<file path="config.mk">
export PLATFORM = sky130hd
export DESIGN_NAME = cbspl_cell
export DESIGN_NICKNAME = d
export VERILOG_FILES = /design/src/cbspl_pkg.sv /design/src/cbspl_cell.sv
export SDC_FILE = /design/constraint.sdc
export NUM_CORES = 2
export LEC_CHECK = 0
export ABC_CLOCK_PERIOD_IN_PS = 26900
export BUFFER_PORTS_ARGS = -buffer_cell sky130_fd_sc_hd__clkbuf_2
export CAP_MARGIN = 10
export CORE_ASPECT_RATIO = 0.5
export CORE_UTILIZATION = 41
export CTS_CLUSTER_DIAMETER = 100
export DETAILED_ROUTE_END_ITERATION = 8
export PLACE_DENSITY = 0.59
export SYNTH_ARGS = -nofsm -noshare
export SYNTH_HDL_FRONTEND = slang
export SYNTH_SLANG_ARGS = --single-unit
</file>
<file path="constraint.sdc">
create_clock -name clk -period 26.9 [get_ports clk]
set_clock_uncertainty 0.05 [all_clocks]
set_input_delay 5.38 -clock clk [delete_from_list [all_inputs] [get_ports clk]]
set_output_delay 5.38 -clock clk [all_outputs]
set_load 0.05 [all_outputs]
</file>
<file path="src/cbspl_pkg.sv">
// Shared widths, constants and types of the cubic B-spline point evaluator.
package cbspl_pkg;

  // Number formats.
  localparam int COORD_BITS      = 24;
  localparam int PARAM_FRAC_BITS = 16;
  localparam int BASIS_DIVISOR   = 6;
  localparam int NUM_CELLS       = 4;

  // Parameter t carries one integer bit so that 1.0 is representable.
  localparam int T_BITS    = PARAM_FRAC_BITS + 1;
  // Basis weights stay below 16.0 in magnitude.
  localparam int WGT_BITS  = PARAM_FRAC_BITS + 5;
  localparam int PROD_BITS = WGT_BITS + COORD_BITS;
  // Four products plus the rounding offset.
  localparam int ACC_BITS  = PROD_BITS + 3;

  localparam logic [T_BITS-1:0] T_ONE = T_BITS'(longint'(1) <<< PARAM_FRAC_BITS);

  localparam longint COORD_MAX_L = (longint'(1) <<< (COORD_BITS - 1)) - 1;
  localparam longint COORD_MIN_L = -COORD_MAX_L - 1;
  localparam logic signed [COORD_BITS-1:0] COORD_MAX = COORD_BITS'(COORD_MAX_L);
  localparam logic signed [COORD_BITS-1:0] COORD_MIN = COORD_BITS'(COORD_MIN_L);

  // Item operations.
  typedef enum logic [1:0] {
    OP_PUSH    = 2'd0,
    OP_EVAL    = 2'd1,
    OP_TANGENT = 2'd2
  } op_t;

  // Coordinate carried by a token in the cell chain.
  typedef enum logic [1:0] {
    COORD_X = 2'd0,
    COORD_Y = 2'd1,
    COORD_Z = 2'd2
  } coord_t;

  typedef struct packed {
    logic   valid;
    coord_t idx;
  } tok_t;

  typedef struct packed {
    logic signed [COORD_BITS-1:0] x;
    logic signed [COORD_BITS-1:0] y;
    logic signed [COORD_BITS-1:0] z;
  } point_t;

  // One rounded and clipped coordinate leaving the rounding unit.
  typedef struct packed {
    logic                         valid;
    coord_t                       idx;
    logic                         sat;
    logic signed [COORD_BITS-1:0] value;
  } res_t;

endpackage

</file>
<file path="src/cbspl_cell.sv">
// One chain cell: holds a control point and adds its weighted coordinate to a partial sum.
module cbspl_cell
  import cbspl_pkg::*;
(
  input  logic                       clk,
  input  logic                       rst,
  input  logic                       shift_en,
  input  point_t                     load_point,
  output point_t                     held_point,
  input  logic signed [WGT_BITS-1:0] weight,
  input  tok_t                       tok_in,
  input  logic signed [ACC_BITS-1:0] psum_in,
  output tok_t                       tok_out,
  output logic signed [ACC_BITS-1:0] psum_out
);

  logic signed [COORD_BITS-1:0] coord;
  logic signed [PROD_BITS-1:0]  prod;
  logic signed [ACC_BITS-1:0]   psum_mid;
  tok_t                         tok_mid;

  // The window shifts by one point per push item.
  always_ff @(posedge clk) begin
    if (rst) begin
      held_point <= '0;
    end else if (shift_en) begin
      held_point <= load_point;
    end
  end

  // Pick the coordinate named by the passing token.
  always_comb begin
    case (tok_in.idx)
      COORD_X: coord = $signed(held_point.x);
      COORD_Y: coord = $signed(held_point.y);
      COORD_Z: coord = $signed(held_point.z);
      default: coord = $signed(held_point.x);
    endcase
  end

  // First stage multiplies; the partial sum waits alongside.
  always_ff @(posedge clk) begin
    prod     <= PROD_BITS'(weight) * PROD_BITS'(coord);
    psum_mid <= psum_in;
    if (rst) begin
      tok_mid.valid <= 1'b0;
    end else begin
      tok_mid <= tok_in;
    end
  end

  // Second stage accumulates and hands the sum to the next cell.
  always_ff @(posedge clk) begin
    psum_out <= psum_mid + ACC_BITS'(prod);
    if (rst) begin
      tok_out.valid <= 1'b0;
    end else begin
      tok_out <= tok_mid;
    end
  end

endmodule

</file>
======== Word level (Yosys, flattened, before mapping) ========
Index checks and enable logic that the tools add are counted.
operators by class
  $add $sub $neg .......................... 1
  multipliers ............................. 1
  div/mod/pow operators ................... 0
  $lt $le $gt $ge ......................... 0
  eq/ne operators ......................... 2
  shift operators ......................... 0
  mux-type cells .......................... 1
  bitwise logic cells ..................... 0
  reductions and logical operators ........ 0
operators with widths
  operator                                                         number
  48-bit by 45-bit adder with 48-bit output                        1
  24-bit one-hot mux with 2 select lines                           1
  21-bit by 24-bit multiplier with 45-bit output                   1
  2-bit by 1-bit == test with 1-bit output, second input constant  1
  2-bit == test, second input constant                             1
storage, ports and cells
  register bits ........................... 219
  latch bits .............................. 0
  RAM bits ................................ 0
  ROM bits ................................ 0
  output and inout bits ................... 123
  word-level logic and storage cells ...... 15
  memories kept ........................... 0

======== Longest topological paths before layout ========
  depth in word-level cells ............... 3
  mapped depth ............................ 34
  mapped depth without buffers ............ 29

======== Least setup slack after synthesis ========
OpenSTA, ideal clock, no wires.
  path type ............................... input to register
  from .................................... in tok_in[0] in the netlist's numbering
  to ...................................... reg prod[44]
  library setup time ...................... 0.121 ns
  arrival ................................. 12.890 ns
  setup slack ............................. 13.839 ns
  stages on the path ...................... 27
  path buffers ............................ 4
  path through ............................ inv_1 ha_1 clkbuf_1 clkbuf_1 clkbuf_1 nand2_1 o21ai_0 clkbuf_1 and2_1 fa_1 fa_1 fa_1 inv_1 fa_1 inv_1 fa_1 inv_1 fa_1 fa_1 inv_1 ha_1 a21o_1 a211o_1 a221o_1 a32o_1 o41a_1 xnor2_1
on the way
  cells in the longest elaborated chain, start to end .. 3
  elaborated cells on any way between the ends .. 4
RTL lines
  item                                                                              line              RTL
  start: declaration                                                                cbspl_cell.sv:11  input tok_t tok_in,
  2-bit == test / 2-bit by 1-bit == test with 1-bit output (equally long branches)  cbspl_cell.sv:33  case (tok_in.idx)
  24-bit one-hot mux with 2 select lines *                                          cbspl_cell.sv:33
  21-bit by 24-bit multiplier with 45-bit output *                                  cbspl_cell.sv:43  prod <= PROD_BITS'(weight) * PROD_BITS'(coord);
  end signal: assignment                                                            cbspl_cell.sv:43
  end: declaration                                                                  cbspl_cell.sv:18  logic signed [PROD_BITS-1:0] prod;
Every way passes the cells marked *; elsewhere a longest branch is shown, timed or not.
A chain may end at the register's enable or synchronous reset.

======== Worst setup path after layout ========
Ends and elaborated chain as after synthesis.

==> results.json <==
{
  "cts_resized": 0,
  "synth_mux_area_share_pct": 2.68,
  "synth_fp_nets": 3731,
  "via_per_inst": 4.94,
  "io_pins": 270,
  "cts_hold_buffers": 0,
  "grtUsageMet2_pct": 35.7,
  "synth-edff-count": 4,
  "ys.warnings.count": 0,
  "synth-simple-area-share_pct": 13.4,
  "synth_top_family_by_area": "adder cells",
  "slew_viol_final": 0,
  "grt_pass1_vias": 21200,
  "ant_nets": 0,
  "synth_top_area_share_pct": 38.5,
  "period_minus_slack_ns": 12.67,
  "gp_routability_congestion": 0.881,
  "ff2ff_setup_slack_ns": 19.32,
  "rows": 65,
  "grt_first_pass_wirelength_mm": 113,
  "clkPwrFrac_pct": 9.7,
  "grtUsageTotal_pct": 21.7,
  "slew_headroom_pct": 44.3,
  "crit_type": "primary input to flip-flop",
  "synth-async-reset-ratio_pct": 0,
  "antenna_found_initial": 4,
  "drive_gt1_share_pct": 11.7,
  "cts.sinks": 219,
  "postCtsSetupRepairBufs": 0,
  "yosys_most_used_dff": "dfxtp_1",
  "cts_tree": "built",
  "rsz0062_at_grt": "false",
  "p_sw_mw": 1.77,
  "cp_num_buf_inv": 8,
  "met3_usage_pct": 4.01,
  "grt-ovfl-total": 0,
  "cp_top_family": "adder cells",
  "die_h_um": 183,
  "yosys.area.top_type": "fa_1",
  "area_delta_synth_final_pct": 10.8,
  "max_stage_delay_ns": 0.83,
  "finalCritPeriodShare_pct": 47.1,
  "yosysUniqueCellTypes": 73,
  "clkTransAtPathRegs_ns": 0.06,
  "clock-root-buffer": "clkbuf_16",
  "grt_use_met1_pct": 29.3,
  "synth_compound_area_share_pct": 7.72,
  "cpMaxStageDelayCell": "fa_1",
  "swShare_pct": 52.0,
  "cp_data_required_time_ns": 27.29,
  "drcViolationCount": 0,
  "core_area_mm2": 0.0639,
  "tightest_slew_ns": 0.834,
  "die_area_mm2": 0.0667,
  "drt-total-wl_mm": 69.5,
  "crit_top_cell": "fa_1",
  "synth_fa_ha_area_share_pct": 46.2,
  "insertion_delay_ns": 0.59,
  "dr.pass1.iters": 5,
  "busiest_layer": "met2",
  "setup_tns_ns": 0,
  "fmax_mhz": 78.9,
  "cts_buffer_depth": 3,
  "fp.dieW_um": 364,
  "status": "complete, no violations",
  "critPathMaxFanout": 48,
  "vias": 19700,
  "synth_top_cells_by_count": "inv_1, fa_1, nand2_1",
  "crit_path_end_kind": "flip-flop",
  "maxCapViolCount": 0,
  "hold_viol": 0,
  "port_buffers": 269,
  "netlist_area_mm2": 0.0269,
  "utilization_pct": 46.6,
  "p_int_mw": 1.63,
  "fill_cells": 6228,
  "p_comb_share_pct": 76.3,
  "crit_arrival_ns": 13.06,
  "cp-start-kind": "primary input",
  "p_leak_nw": 15.2,
  "synth_xor_area_share_pct": 3.13,
  "avgSynthCellArea_um2": 9.27,
  "grt_max_degree": 76,
  "h-tree-depth": 1,
  "p_per_area_mw_per_mm2": 114,
  "numCtsBuffers": 23,
  "fin_nets": 3922,
  "wl_per_cell_um": 17.4,
  "finalSetupViolCount": 0,
  "irDropWorstVdd_mv": 0.104,
  "synth-seq-cells": 219,
  "hold_class": "flip-flop to flip-flop",
  "yosysMostFrequentCell": "inv_1",
  "synthCells": 2901,
  "ys_seq_area_share_pct": 16.4,
  "hpwl_mm": 57.0,
  "start_util_pct": 42.1,
  "drtIter0Drc": 990,
  "synth_area_leaders": "fa_1, dfxtp_1, inv_1",
  "pwr-share-seq_pct": 14.0
}
per-layer routing:
| metal | vias up | routed length (um) |
|---|---|---|
| li1 | 9168 | - |
| met1 | 9861 | 31300 |
| met2 | 527 | 32300 |
| met3 | 99 | 4120 |
| met4 | 2 | 1690 |
| met5 | - | 13 |
through the flow:
stage | worst slack [ns] | cells | power [mW] | hold slack (ns) | instance area, um2
finish | 14.23 | 3983 | 3.39 | 0.373 | 29800
global route | 13.82 | 3983 | 3.75 | 0.382 | 29800
CTS | 14.26 | 3980 | 3.41 | 0.374 | 29800
detailed placement | 13.63 | 3938 | 3.06 | 0.357 | 29000
global placement | 13.70 | 3938 | 3.03 | 0.354 | 29000
floorplan | 13.84 | 2901 | 2.42 | 0.350 | 26900
registers in the layout, summed over array words and instances (netlist names):
register	flops
held_point	72
prod	45
psum_mid	48
psum_out	48
tok_mid	3
tok_out	3
final cells by class:
cell class                      count  area [um2]  share of cell area (%)
Antenna cell                        3        7.51                  0.0252
Timing Repair Buffer              299        1570                    5.28
Tap cell                          871        1090                    3.66
Clock inverter                      9        83.8                   0.281
Inverter                          601        2260                    7.57
Clock buffer                       33         683                    2.29
Multi-Input combinational cell   1948       19700                    66.0
Sequential cell                   219        4420                    14.8
placed cells by master (no fill, tap or decap), drive strengths merged, types with 4 or more instances in the layout:
master	n
a211oi	10
a21o	30
a21oi	92
a22oi	25
and2	200
and3	9
buf	31
clkbuf	301
clkinv	6
dfxtp	215
edfxtp	4
fa	517
ha	166
inv	603
mux2i	72
nand2	365
nand2b	5
nand3	20
nand4	8
nor2	129
nor2b	9
nor3	12
o211ai	8
o21a	10
o21ai	79
o21bai	18
o31ai	4
or2	9
xnor2	74
xor2	22
power by group through the flow:
stage	Sequential, mW	Clock (mW)	Combinational [mW]
2_1_floorplan	0.616	0	1.81
3_3_place_gp	0.485	0	2.55
3_5_place_dp	0.483	0	2.58
4_1_cts	0.477	0.338	2.59
5_1_grt	0.482	0.352	2.92
6_report	0.475	0.328	2.59
logic make-up (layout without fill, tap and decap cells):
logic type / after synthesis / count (layout)
muxes: 72 / 72
and+or+nand+nor: 778 / 778
xor gates and xnor gates: 96 / 96
DFF: 219 / 219
adders and majority gates: 683 / 683
other: 0 / 3
AOI/OAI and AO/OA: 319 / 319
buffers and inverters: 734 / 942
worst paths after layout:
check,from,end,depth (start not counted)
worst max register to register,held_point[23],prod[44],22
worst min register to register,tok_mid[1],tok_out[1],0
worst min-delay path,tok_mid[1],tok_out[1],0
worst max-delay path,tok_in[0],prod[44],25
Note: power is estimated with default switching activity, not from simulation.
