**src/cbspl_pkg.sv**
```systemverilog
// Shared widths, constants and types of the cubic B-spline point evaluator.
package cbspl_pkg;

  // Number formats.
  localparam int COORD_BITS      = 24;
  localparam int PARAM_FRAC_BITS = 16;
  localparam int BASIS_DIVISOR   = 6;
  localparam int NUM_CELLS       = 4;

  // Parameter t carries one integer bit so that 1.0 is representable.
  localparam int T_BITS    = PARAM_FRAC_BITS + 1;
  // Basis weights stay below 16.0 in magnitude.
  localparam int WGT_BITS  = PARAM_FRAC_BITS + 5;
  localparam int PROD_BITS = WGT_BITS + COORD_BITS;
  // Four products plus the rounding offset.
  localparam int ACC_BITS  = PROD_BITS + 3;

  localparam logic [T_BITS-1:0] T_ONE = T_BITS'(longint'(1) <<< PARAM_FRAC_BITS);

  localparam longint COORD_MAX_L = (longint'(1) <<< (COORD_BITS - 1)) - 1;
  localparam longint COORD_MIN_L = -COORD_MAX_L - 1;
  localparam logic signed [COORD_BITS-1:0] COORD_MAX = COORD_BITS'(COORD_MAX_L);
  localparam logic signed [COORD_BITS-1:0] COORD_MIN = COORD_BITS'(COORD_MIN_L);

  // Item operations.
  typedef enum logic [1:0] {
    OP_PUSH    = 2'd0,
    OP_EVAL    = 2'd1,
    OP_TANGENT = 2'd2
  } op_t;

  // Coordinate carried by a token in the cell chain.
  typedef enum logic [1:0] {
    COORD_X = 2'd0,
    COORD_Y = 2'd1,
    COORD_Z = 2'd2
  } coord_t;

  typedef struct packed {
    logic   valid;
    coord_t idx;
  } tok_t;

  typedef struct packed {
    logic signed [COORD_BITS-1:0] x;
    logic signed [COORD_BITS-1:0] y;
    logic signed [COORD_BITS-1:0] z;
  } point_t;

  // One rounded and clipped coordinate leaving the rounding unit.
  typedef struct packed {
    logic                         valid;
    coord_t                       idx;
    logic                         sat;
    logic signed [COORD_BITS-1:0] value;
  } res_t;

endpackage

```
**src/cbspl_final.sv**
```systemverilog
// Rounding unit: divides the weighted sum by the basis scale, rounds and clips it.
module cbspl_final
  import cbspl_pkg::*;
(
  input  logic                       clk,
  input  logic                       rst,
  input  tok_t                       tok_in,
  input  logic signed [ACC_BITS-1:0] psum_in,
  output res_t                       res
);

  // Sum after the power-of-two part of the scale is removed.
  localparam int VAL_BITS = ACC_BITS - PARAM_FRAC_BITS;
  // Offset value in range, below BASIS_DIVISOR << COORD_BITS.
  localparam int NUM_BITS = COORD_BITS + 3;
  localparam int SHIFT    = NUM_BITS + 3;
  localparam int RCP_BITS = SHIFT + 1;
  localparam int MUL_BITS = NUM_BITS + RCP_BITS;

  localparam logic signed [ACC_BITS-1:0] RND_ADD =
    ACC_BITS'(longint'(BASIS_DIVISOR) <<< (PARAM_FRAC_BITS - 1));
  localparam longint HI_LIM_L = COORD_MAX_L * BASIS_DIVISOR + BASIS_DIVISOR - 1;
  localparam longint LO_LIM_L = COORD_MIN_L * BASIS_DIVISOR;
  localparam logic signed [VAL_BITS-1:0] HI_LIM = VAL_BITS'(HI_LIM_L);
  localparam logic signed [VAL_BITS-1:0] LO_LIM = VAL_BITS'(LO_LIM_L);
  localparam longint RCP_L = ((longint'(1) <<< SHIFT) + BASIS_DIVISOR - 1) / BASIS_DIVISOR;
  localparam logic [RCP_BITS-1:0] RCP = RCP_BITS'(RCP_L);

  logic signed [ACC_BITS-1:0] rnd_sum;
  logic signed [VAL_BITS-1:0] val1;
  logic signed [VAL_BITS-1:0] diff;
  logic [NUM_BITS-1:0]        num2;
  logic [MUL_BITS-1:0]        quo3;
  logic                       hi2, lo2, hi3, lo3;
  tok_t                       tok1, tok2, tok3;

  assign rnd_sum = psum_in + RND_ADD;
  assign diff    = val1 - LO_LIM;

  // Add half the scale and take the floor by the fraction bits.
  always_ff @(posedge clk) begin
    val1 <= rnd_sum[ACC_BITS-1:PARAM_FRAC_BITS];
    if (rst) begin
      tok1.valid <= 1'b0;
    end else begin
      tok1 <= tok_in;
    end
  end

  // Range check; in-range values are offset to be non-negative.
  always_ff @(posedge clk) begin
    hi2  <= val1 > HI_LIM;
    lo2  <= val1 < LO_LIM;
    num2 <= diff[NUM_BITS-1:0];
    if (rst) begin
      tok2.valid <= 1'b0;
    end else begin
      tok2 <= tok1;
    end
  end

  // Floor division by the divisor as a multiply by its reciprocal.
  always_ff @(posedge clk) begin
    quo3 <= MUL_BITS'(num2) * MUL_BITS'(RCP);
    hi3  <= hi2;
    lo3  <= lo2;
    if (rst) begin
      tok3.valid <= 1'b0;
    end else begin
      tok3 <= tok2;
    end
  end

  // Undo the offset by flipping the sign bit, or clip.
  always_ff @(posedge clk) begin
    res.idx <= tok3.idx;
    res.sat <= hi3 | lo3;
    if (hi3) begin
      res.value <= COORD_MAX;
    end else if (lo3) begin
      res.value <= COORD_MIN;
    end else begin
      res.value <= {~quo3[SHIFT+COORD_BITS-1], quo3[SHIFT +: COORD_BITS-1]};
    end
    if (rst) begin
      res.valid <= 1'b0;
    end else begin
      res.valid <= tok3.valid;
    end
  end

endmodule

```
**config.mk**
```make
export PLATFORM = sky130hd
export DESIGN_NAME = cbspl_final
export DESIGN_NICKNAME = d
export VERILOG_FILES = /design/src/cbspl_pkg.sv /design/src/cbspl_final.sv
export SDC_FILE = /design/constraint.sdc
export NUM_CORES = 1
export LEC_CHECK = 0
export BUFFER_PORTS_ARGS = -buffer_cell sky130_fd_sc_hd__buf_2
export CAP_MARGIN = 10
export CORE_AREA = 2 2 170 172
export CTS_CLUSTER_SIZE = 16
export DETAILED_ROUTE_END_ITERATION = 8
export DIE_AREA = 0 0 172 174
export GPL_TIMING_DRIVEN = 1
export PLACE_DENSITY_LB_ADDON = 0.08
export SETUP_SLACK_MARGIN = 0.05
export SLEW_MARGIN = 10
export SYNTH_ARGS = -nofsm -noshare
export SYNTH_HDL_FRONTEND = slang
export SYNTH_SLANG_ARGS = --single-unit
```
**constraint.sdc**
```tcl
create_clock -name clk -period 7.2 [get_ports clk]
set_input_delay 2.16 -clock clk [delete_from_list [all_inputs] [get_ports clk]]
set_output_delay 2.16 -clock clk [all_outputs]
set_load 0.05 [all_outputs]
```
# Yosys cells after proc, flatten, opt, wreduce, memory -nomap -nowiden

Cells that the tools add are included.

Add/sub/neg operators: 2
Multipliers: 1
Divide/modulo/power cells: 0
$lt $le $gt $ge: 2
Eq/ne operators: 0
Shift-type cells: 0
Mux-type cells: 1
Bitwise operators: 2
Reduce and logical (&&, ||, !) cells: 0

Operators by type and width:

| cell                   | count |
|---|---|
| $mul 27x28->54 const B | 1 |
| $add 48x19->48 const B | 1 |
| $gt 32x27->1 const B   | 1 |
| $lt 32x27->1 const B   | 1 |
| $sub 27x27->27 const B | 1 |
| $mux 24                | 1 |
| $not 1->1              | 1 |
| $or 1x1->1             | 1 |

Flip-flop bits (word level): 154
Latch bits: 0
Memory bits (writable): 0
Memory bits (read-only): 0
Input bits: 53
Output and inout port bits: 28
Logic and storage cells: 25
Memories: 0

# Depth between registers and ports, before layout

Gate-level depths: netlist (run 1).

Word-level depth: 2
Mapped depth: 23
Gate-level depth less buffers: 23

# Least setup slack after synthesis (run 1)

No wires, ideal clock.

Path kind: flip-flop to flip-flop
Start: reg num2[12]
End: reg quo3[47]
Library setup time: 0.072 ns
Arrival: 6.671 ns
Data required time: 7.128 ns
Slack: 0.457 ns
Cell stages (with the launch flop): 24
Buffers on the path: 0
Period minus slack after synthesis: 6.743 ns
Path through: dfxtp_1 > ha_1 > inv_1 > fa_1 > inv_1 > fa_1 > fa_1 > inv_1 > fa_1 > inv_1 > fa_1 > inv_1 > fa_1 > inv_1 > ha_1 > and3_4 > and3b_1 > o32ai_4 > o2bb2ai_2 > or4b_4 > a31o_4 > a221o_2 > a21oi_2 > xnor2_1

Longest elaborated chain between the ends: 1

RTL lines:

| item                   | RTL line          | RTL |
|---|---|---|
| from (decl)            | cbspl_final.sv:32 | `logic [NUM_BITS-1:0] num2;` |
| from (signal assigned) | cbspl_final.sv:54 | `num2 <= diff[NUM_BITS-1:0];` |
| $mul 27x28->54         | cbspl_final.sv:64 | `quo3 <= MUL_BITS'(num2) * MUL_BITS'(RCP);` |
| to (signal assigned)   | cbspl_final.sv:64 |  |
| to (decl)              | cbspl_final.sv:33 | `logic [MUL_BITS-1:0] quo3;` |

Every way passes these cells.
A chain may end at the register's enable or synchronous reset.

# Worst setup path after layout (run 1)

Start: reg num2[3]
End: reg quo3[47]

Same word-level chain as after synthesis.

==> metrics.cfg, run 1 <==
[outcome]
status=finished clean

[detailed_routing]
met2RoutedLength_mm=12.8
vias_per_cell=4.68
drcViolationCount=0
dr_total_vias=7988
drtIter0Drc=268
ant_nets=0
wl_mm=25.6
top_layer=met4
wl_met1_mm=11.5
wl_per_cell_um=15.0
wl_met3_mm=1.04
drtPass1Iterations=4

[global_route]
grtUsageTotal=0.186
grt_overflow=0
grt_start_max_net_pins=26
grt_pass1_vias=8433
antenna_found_initial=1
grt_pass1_wl_mm=42.5

[synth]
syn_area_sq_um=12500
yosys_register_bits=124
synth_area_leaders=fa_1 30%, ha_1 21%, dfxtp_1 19%
synth.distinct_cells=55
synth.cells.most_frequent=351 x inv_1, 210 x ha_1, 189 x fa_1
synth_cells=1208
yosysTopAreaCell=fa_1
ys_seq_area_frac=0.204
synth_edf_count=6
yosysMostFrequentCell=inv_1
async_reset_ff_frac=0
synth_top_area_share=0.304
ys_warn_count=0
syn-mean-instance-area_sq_um=10.3
synth_fp_nets=1660
synth_flop_cell=dfxtp_1

[clocking]
clockBufferDepth=2
htreeDepth=4
clkLatencyLatePin_ps=430
clk_pin_slew_ps=70
numCtsBuffers=17
cts.sinks=124
cts_tree=done
cts-root-buf=clkbuf_16

[floorplan]
die_y_um=174
start_util=0.441
dieArea_sq_um=29900
ioPinCount=81
chipWidth_um=172
coreArea_sq_um=28200
rows=62

[worst_setup_path]
critical_path_class=reg -> reg
cp_data_arrival_time_ps=7230
critPathMaxFanout=5
endpoint_kind=flop
critPathLaunchType=flop
required_ps=7550
rrSetupSlack_ps=320

[cells_and_area]
fill_cells=2720
area_growth_syn_to_layout_pct=13.5
antenna_cells=0
nets=1762
multi_input_area_sq_um=8670
drive_above_1_share=0.120
regArea_sq_um=2540

[job]
max_cap_viol_count=0

[timing]
slew_headroom=0.375
setup-violations-final=0
rsz0062_at_grt=no
tightest_slew_ps=937
timing.final.crit_share=0.955
final.setup_skew_ps=21.4
fin_tns_setup_ps=0
hold_violations=0
slew_violations=0
hold_ws_ps=326
final.min_clock_period_ps=6880
fmax_mhz=145

[placed_design]
portBuffers=64
place.gp.congestion=0.878
detailed_place_hpwl_mm=22.5

[min_path]
hp-class=reg -> reg

## final cells by class
class	count	area share
Timing Repair Buffer	93	0.0380
Inverter	351	0.0934
Clock inverter	15	0.0118
Multi-Input combinational cell	723	0.613
Tap cell	384	0.0340
Clock buffer	17	0.0301
Sequential cell	124	0.180
## final timing paths
check / from / to / depth (start not counted)
setup / recovery: num2[3]$_DFF_P_ / quo3[47]$_DFF_P_ / 22
hold / removal: hi2$_DFF_P_ / hi3$_DFF_P_ / 0
setup reg to reg: num2[3]$_DFF_P_ / quo3[47]$_DFF_P_ / 22
hold reg to reg: hi2$_DFF_P_ / hi3$_DFF_P_ / 0
## layout by cell type, fill, tap and decap left out, drive strengths merged, types with 4 or more instances in the layout
| cell | netlist | routed |
|---|---|---|
| o21ai | 14 | 14 |
| nand2 | 30 | 30 |
| dfxtp | 118 | 118 |
| edfxtp | 6 | 6 |
| ha | 210 | 210 |
| nand3 | 20 | 20 |
| nand4 | 16 | 16 |
| xor2 | 16 | 16 |
| nor2 | 30 | 30 |
| a21o | 39 | 39 |
| xnor2 | 46 | 46 |
| o211ai | 4 | 4 |
| nor3 | 4 | 4 |
| inv | 351 | 362 |
| a21oi | 32 | 32 |
| buf | 1 | 93 |
| nor2b | 8 | 8 |
| o21bai | 4 | 4 |
| fa | 189 | 189 |
| and4 | 4 | 4 |
| and3 | 13 | 13 |
| clkbuf | 9 | 17 |
## through the flow
step / cells / util / setup WS, ps / cell area, sq um
global placement: 1672 / 0.475 / 104 / 13400
global route: 1707 / 0.501 / 72.5 / 14100
detailed placement: 1672 / 0.475 / 105 / 13400
finish: 1707 / 0.501 / 322 / 14100
CTS: 1704 / 0.496 / 97.3 / 14000
floorplan: 1208 / - / 457 / 12500
## per-layer routing
| metal | track usage | vias to the layer above |
|---|---|---|
| li1 | - | 3971 |
| met4 | 0.0326 | 0 |
| met3 | 0.0373 | 14 |
| met1 | 0.247 | 3888 |
| met5 | 0 | - |
| met2 | 0.317 | 115 |
## cell families (layout without fill, tap and decap cells)
kind of cell               Yosys count  in the layout  synth area share
buffers and inverters              361            476             0.109
xor gates and xnor gates            62             62            0.0436
DFF                                124            124             0.204
AOI/OAI and AO/OA                  127            127            0.0735
and+or+nand+nor                    135            135            0.0557
adders and majority gates          399            399             0.514
## sequential cells by signal, indices dropped and copies added, names as in the netlist
signal  flops
lo3         1
tok1        3
val1       32
tok2        3
num2       27
hi3         1
res        28
lo2         1
tok3        3
hi2         1
quo3       24
## critical path, cell delays in order, from the launching register on
cell and delay [ps]:
dfxtp_2 340, ha_1 320, inv_2 90, fa_2 480
fa_1 580, inv_1 80, buf_4 150, fa_1 520
fa_1 490, fa_1 560, inv_1 50, fa_1 530
inv_1 40, ha_1 310, and3_1 230, and4_4 210
and2_1 180, o2bb2ai_4 170, or4b_4 550, a31o_4 260
a221o_2 380, a21oi_2 150, xnor2_1 120
## timing repair
item | 4_1_cts | 5_1_grt
endpoints found under the setup margin | 0 | 8
gates resized for setup | 0 | 25
setup buffers | 0 | 3
hold buffers | 0 | 0
Power of run 1 is not shown: default switching activity piles up to over one toggle a cycle in this logic, so the estimate is an artifact.
==> run 2: changes to the inputs <==
RECOVER_POWER = 100   (was not set)
==> metrics.cfg, run 2 (same netlist as run 1, synthesis figures left out) <==
[cells_and_area]
design_area_sq_um=14100  ; about the same
largest_reg_flops=32  ; unchanged
area_growth_syn_to_layout_pct=13.2  ; was 13.5%
drive_above_1_share=0.0952  ; was 0.120
final_common_cell=inv_1  ; unchanged
nets=1762  ; unchanged
regMostFlops=val1  ; unchanged
antenna_cells=0  ; unchanged
reg_top3=val1 (32), res (28), num2 (27)  ; unchanged
final_cell_mix=347 x inv_1, 205 x ha_1, 183 x fa_1, 117 x dfxtp_1, 44 x xnor2_1  ; was 347 x inv_1, 205 x ha_1, 182 x fa_1, 117 x dfxtp_1, 64 x buf_2

[global_route]
met3_usage=0.0373  ; unchanged
grt_start_max_net_pins=26  ; unchanged
grt_pass1_vias=8433  ; unchanged
use_met2=0.317  ; unchanged
grt_overflow=0  ; unchanged
grt_pass1_wl_mm=42.5  ; unchanged
antenna_found_initial=1  ; unchanged
grt_busiest_layer=met2  ; unchanged
use_met1=0.247  ; unchanged
grtUsageTotal=0.186  ; unchanged

[placed_design]
portBuffers=64  ; unchanged
placed_area_sq_um=13400  ; unchanged
detailed_place_hpwl_mm=22.5  ; unchanged
place.gp.congestion=0.878  ; unchanged

[floorplan]
dieArea_sq_um=29900  ; unchanged
rows=62  ; unchanged
die_y_um=174  ; unchanged
ioPinCount=81  ; unchanged
chipWidth_um=172  ; unchanged
coreArea_sq_um=28200  ; unchanged
start_util=0.441  ; unchanged

[detailed_routing]
dr_total_vias=7987  ; was 7988
drcViolationCount=0  ; unchanged
drtIter0Drc=259  ; was 268
ant_nets=0  ; unchanged
wl_per_cell_um=15.0  ; about the same
wl_mm=25.7  ; was 25.6 mm
drtPass1Iterations=4  ; unchanged
vias_per_cell=4.68  ; about the same

[worst_setup_path]
critPathLaunchType=flop  ; unchanged
rrSetupSlack_ps=300  ; was 320 ps
cp_data_arrival_time_ps=7260  ; was 7230 ps
rr_startpoint=num2[3]$_DFF_P_  ; unchanged
required_ps=7550  ; about the same
crit_path_start=num2[3]$_DFF_P_  ; unchanged
critical_path_class=reg -> reg  ; unchanged
critPathMaxFanout=5  ; unchanged
endpoint_kind=flop  ; unchanged
reg2reg_depth=22  ; unchanged
reg2reg_to=quo3[47]$_DFF_P_  ; unchanged

[clocking]
numCtsBuffers=17  ; unchanged
clockBufferDepth=2  ; unchanged
htreeDepth=4  ; unchanged
cts_hold_buf=0  ; unchanged
cts_tree=done  ; unchanged
cts-root-buf=clkbuf_16  ; unchanged
clkLatencyLatePin_ps=430  ; about the same
clk_pin_slew_ps=70  ; about the same
cts.sinks=124  ; unchanged

[timing]
timing.final.crit_share=0.959  ; was 0.955
final.setup_skew_ps=21.4  ; about the same
setup-violations-final=0  ; unchanged
final.min_clock_period_ps=6900  ; was 6880 ps
slew_violations=0  ; unchanged
rsz0062_at_grt=no  ; unchanged
fin_tns_setup_ps=0  ; unchanged
tightest_slew_ps=941  ; was 937 ps
fmax_mhz=145  ; about the same
slew_headroom=0.372  ; was 0.375
hold_violations=0  ; unchanged

[min_path]
hp-class=reg -> reg  ; unchanged
min_to=hi3$_DFF_P_  ; unchanged
min_from=hi2$_DFF_P_  ; unchanged
hold_depth=0  ; unchanged

[job]
max_cap_viol_count=0  ; unchanged

[outcome]
status=finished clean  ; unchanged

## run 2: worst max-delay path by stage
stage	endpoint	depth (start not counted)
floorplan	quo3[47]$_DFF_P_	23
global placement	quo3[48]$_DFF_P_	24
detailed placement	quo3[48]$_DFF_P_	24
CTS	quo3[48]$_DFF_P_	24
global route	quo3[47]$_DFF_P_	23
finish	quo3[47]$_DFF_P_	22
## run 2: critical path: stages, from the launching register on
cell,delay [ps]
dfxtp_2,340
ha_1,310
inv_2,60
fa_1,540
fa_1,590
inv_1,80
buf_4,150
fa_1,520
fa_1,490
fa_1,560
inv_1,50
fa_1,530
inv_1,40
ha_1,310
and3_1,230
and4_4,210
and2_1,180
o2bb2ai_4,170
or4b_4,550
a31o_4,260
a221o_2,380
a21oi_2,150
xnor2_1,120
## run 2: timing repair
| item | in CTS | in global routing |
|---|---|---|
| buffers inserted | 0 | 3 |
| resized for setup | 0 | 25 |
| endpoints found under the setup margin | 0 | 8 |
## run 2: area by class of cell
| type | instances | area [sq um] |
|---|---|---|
| Sequential cell | 124 | 2540 |
| Tap cell | 384 | 480 |
| Fill cell | 2724 | 14100 |
| Clock buffer | 17 | 425 |
| Inverter | 351 | 1320 |
| Clock inverter | 15 | 168 |
| Timing Repair Buffer | 93 | 498 |
| Multi-Input combinational cell | 723 | 8670 |
## run 2: routing by layer
metal / wire [um] / vias to the layer above
met4: 215 / 0
met1: 11600 / 3887
met2: 12800 / 113
li1: - / 3973
met5: 0 / -
met3: 1050 / 14
## run 2: metrics by stage
stage,hold slack (ps),utilization,std cells,worst slack (ps)
2_1_floorplan,310,-,1208,457
3_3_place_gp,312,0.475,1672,104
3_5_place_dp,312,0.475,1672,105
4_1_cts,327,0.496,1704,97.3
5_1_grt,333,0.500,1707,41.9
6_report,326,0.500,1707,297
Power of run 2 is left out for the same reason.
==> run 3: changes to the inputs <==
==> constraint.sdc (replaced) <==
create_clock -name clk -period 7.2 [get_ports clk]
set_input_delay 2.16 -clock clk [delete_from_list [all_inputs] [get_ports clk]]
set_output_delay 2.16 -clock clk [all_outputs]
set_load 0.005 [all_outputs]
==> metrics.cfg, run 3 (same netlist as run 1, synthesis figures left out) <==
[worst_setup_path]
cp_data_arrival_time_ps=7260  ; about the same
critPathMaxFanout=5  ; unchanged
required_ps=7550  ; about the same
critical_path_class=reg -> reg  ; unchanged
endpoint_kind=flop  ; unchanged
critPathLaunchType=flop  ; unchanged

[detailed_routing]
wl_mm=25.6  ; was 25.7 mm
drcViolationCount=0  ; unchanged
drtIter0Drc=259  ; unchanged
dr_total_vias=7987  ; unchanged
drtPass1Iterations=4  ; unchanged
vias_per_cell=4.68  ; unchanged
ant_nets=0  ; unchanged
wl_per_cell_um=15.0  ; about the same

[timing]
setup-violations-final=0  ; unchanged
timing.final.crit_share=0.959  ; about the same
hold_violations=0  ; unchanged
rsz0062_at_grt=no  ; unchanged
final.min_clock_period_ps=6900  ; about the same
fmax_mhz=145  ; unchanged
slew_headroom=0.372  ; unchanged
final.setup_skew_ps=21.4  ; about the same
slew_violations=0  ; unchanged
hold_ws_ps=326  ; unchanged
tightest_slew_ps=941  ; unchanged
fin_tns_setup_ps=0  ; unchanged

[floorplan]
start_util=0.441  ; unchanged
rows=62  ; unchanged
dieArea_sq_um=29900  ; unchanged
chipWidth_um=172  ; unchanged
die_y_um=174  ; unchanged
ioPinCount=81  ; unchanged
coreArea_sq_um=28200  ; unchanged

[global_route]
antenna_found_initial=1  ; unchanged
grt_pass1_vias=8433  ; unchanged
grtUsageTotal=0.186  ; unchanged
grt_overflow=0  ; unchanged
grt_pass1_wl_mm=42.5  ; unchanged
grt_start_max_net_pins=26  ; unchanged

[outcome]
status=finished clean  ; unchanged

[clocking]
cts-root-buf=clkbuf_16  ; unchanged
clk_pin_slew_ps=70  ; about the same
htreeDepth=4  ; unchanged
clockBufferDepth=2  ; unchanged
cts_tree=done  ; unchanged
cts.sinks=124  ; unchanged
numCtsBuffers=17  ; unchanged
clkLatencyLatePin_ps=430  ; about the same

[cells_and_area]
regMostFlops=val1  ; unchanged
final_common_cell=inv_1  ; unchanged
drive_above_1_share=0.103  ; was 0.0952
nets=1762  ; unchanged
final_cell_mix=347 x inv_1, 205 x ha_1, 183 x fa_1, 117 x dfxtp_1, 44 x xnor2_1  ; unchanged
multi_input_area_sq_um=8670  ; unchanged
regArea_sq_um=2540  ; unchanged
fill_cells=2727  ; was 2724
reg_top3=val1 (32), res (28), num2 (27)  ; unchanged
largest_reg_flops=32  ; unchanged
antenna_cells=0  ; unchanged
area_growth_syn_to_layout_pct=13.3  ; was 13.2%

[min_path]
hp-class=reg -> reg  ; unchanged

[placed_design]
portBuffers=64  ; unchanged
place.gp.congestion=0.878  ; unchanged
detailed_place_hpwl_mm=22.5  ; unchanged

[job]
max_cap_viol_count=0  ; unchanged

==> run 3: through the flow <==
step / std cells / utilization / area (sq um) / setup slack (ps)
4_1_cts: 1704 / 0.496 / 14000 / 97.3
3_3_place_gp: 1672 / 0.475 / 13400 / 104
6_report: 1707 / 0.500 / 14100 / 297
2_1_floorplan: 1208 / - / 12500 / 457
5_1_grt: 1707 / 0.500 / 14100 / 41.9
3_5_place_dp: 1672 / 0.475 / 13400 / 105
==> run 3: final cells by class <==
cell class | count | share of cell area
multi-input cells | 723 | 0.614
repair buffers | 93 | 0.0362
clock inverters | 15 | 0.0119
clock buffers | 17 | 0.0301
inverters | 351 | 0.0936
well taps | 384 | 0.0340
flip-flops and latches | 124 | 0.180
==> run 3: routing by layer <==
layer  share of wire  track usage  vias to the layer above
li1                -            -                     3973
met1            0.45        0.247                     3887
met2            0.50        0.317                      113
met3           0.041       0.0373                       14
met4          0.0084       0.0326                        0
met5               0            0                        -
==> run 3: final timing paths <==
kind / startpoint / end / slack (ps) / depth (start not counted)
worst max register to register: num2[3]$_DFF_P_ / quo3[47]$_DFF_P_ / 300 / 22
worst min register to register: hi2$_DFF_P_ / hi3$_DFF_P_ / 330 / 0
worst max-delay path: num2[3]$_DFF_P_ / quo3[47]$_DFF_P_ / 300 / 22
worst min-delay path: hi2$_DFF_P_ / hi3$_DFF_P_ / 330 / 0
==> run 3: worst max-delay path, stage by stage, from the launching register on <==
cell,delay [ps]
dfxtp_2,340
ha_1,310
inv_2,60
fa_1,540
fa_1,590
inv_1,80
buf_4,150
fa_1,520
fa_1,490
fa_1,560
inv_1,50
fa_1,530
inv_1,40
ha_1,310
and3_1,230
and4_4,210
and2_1,180
o2bb2ai_4,170
or4b_4,550
a31o_4,260
a221o_2,380
a21oi_2,150
xnor2_1,120
==> run 3: timing repair <==
| action | 4_1_cts | 5_1_grt |
|---|---|---|
| hold buffers | 0 | 0 |
| setup endpoints to repair | 0 | 8 |
| gates resized for setup | 0 | 25 |
| buffers inserted | 0 | 3 |
Power of run 3 is left out for the same reason.
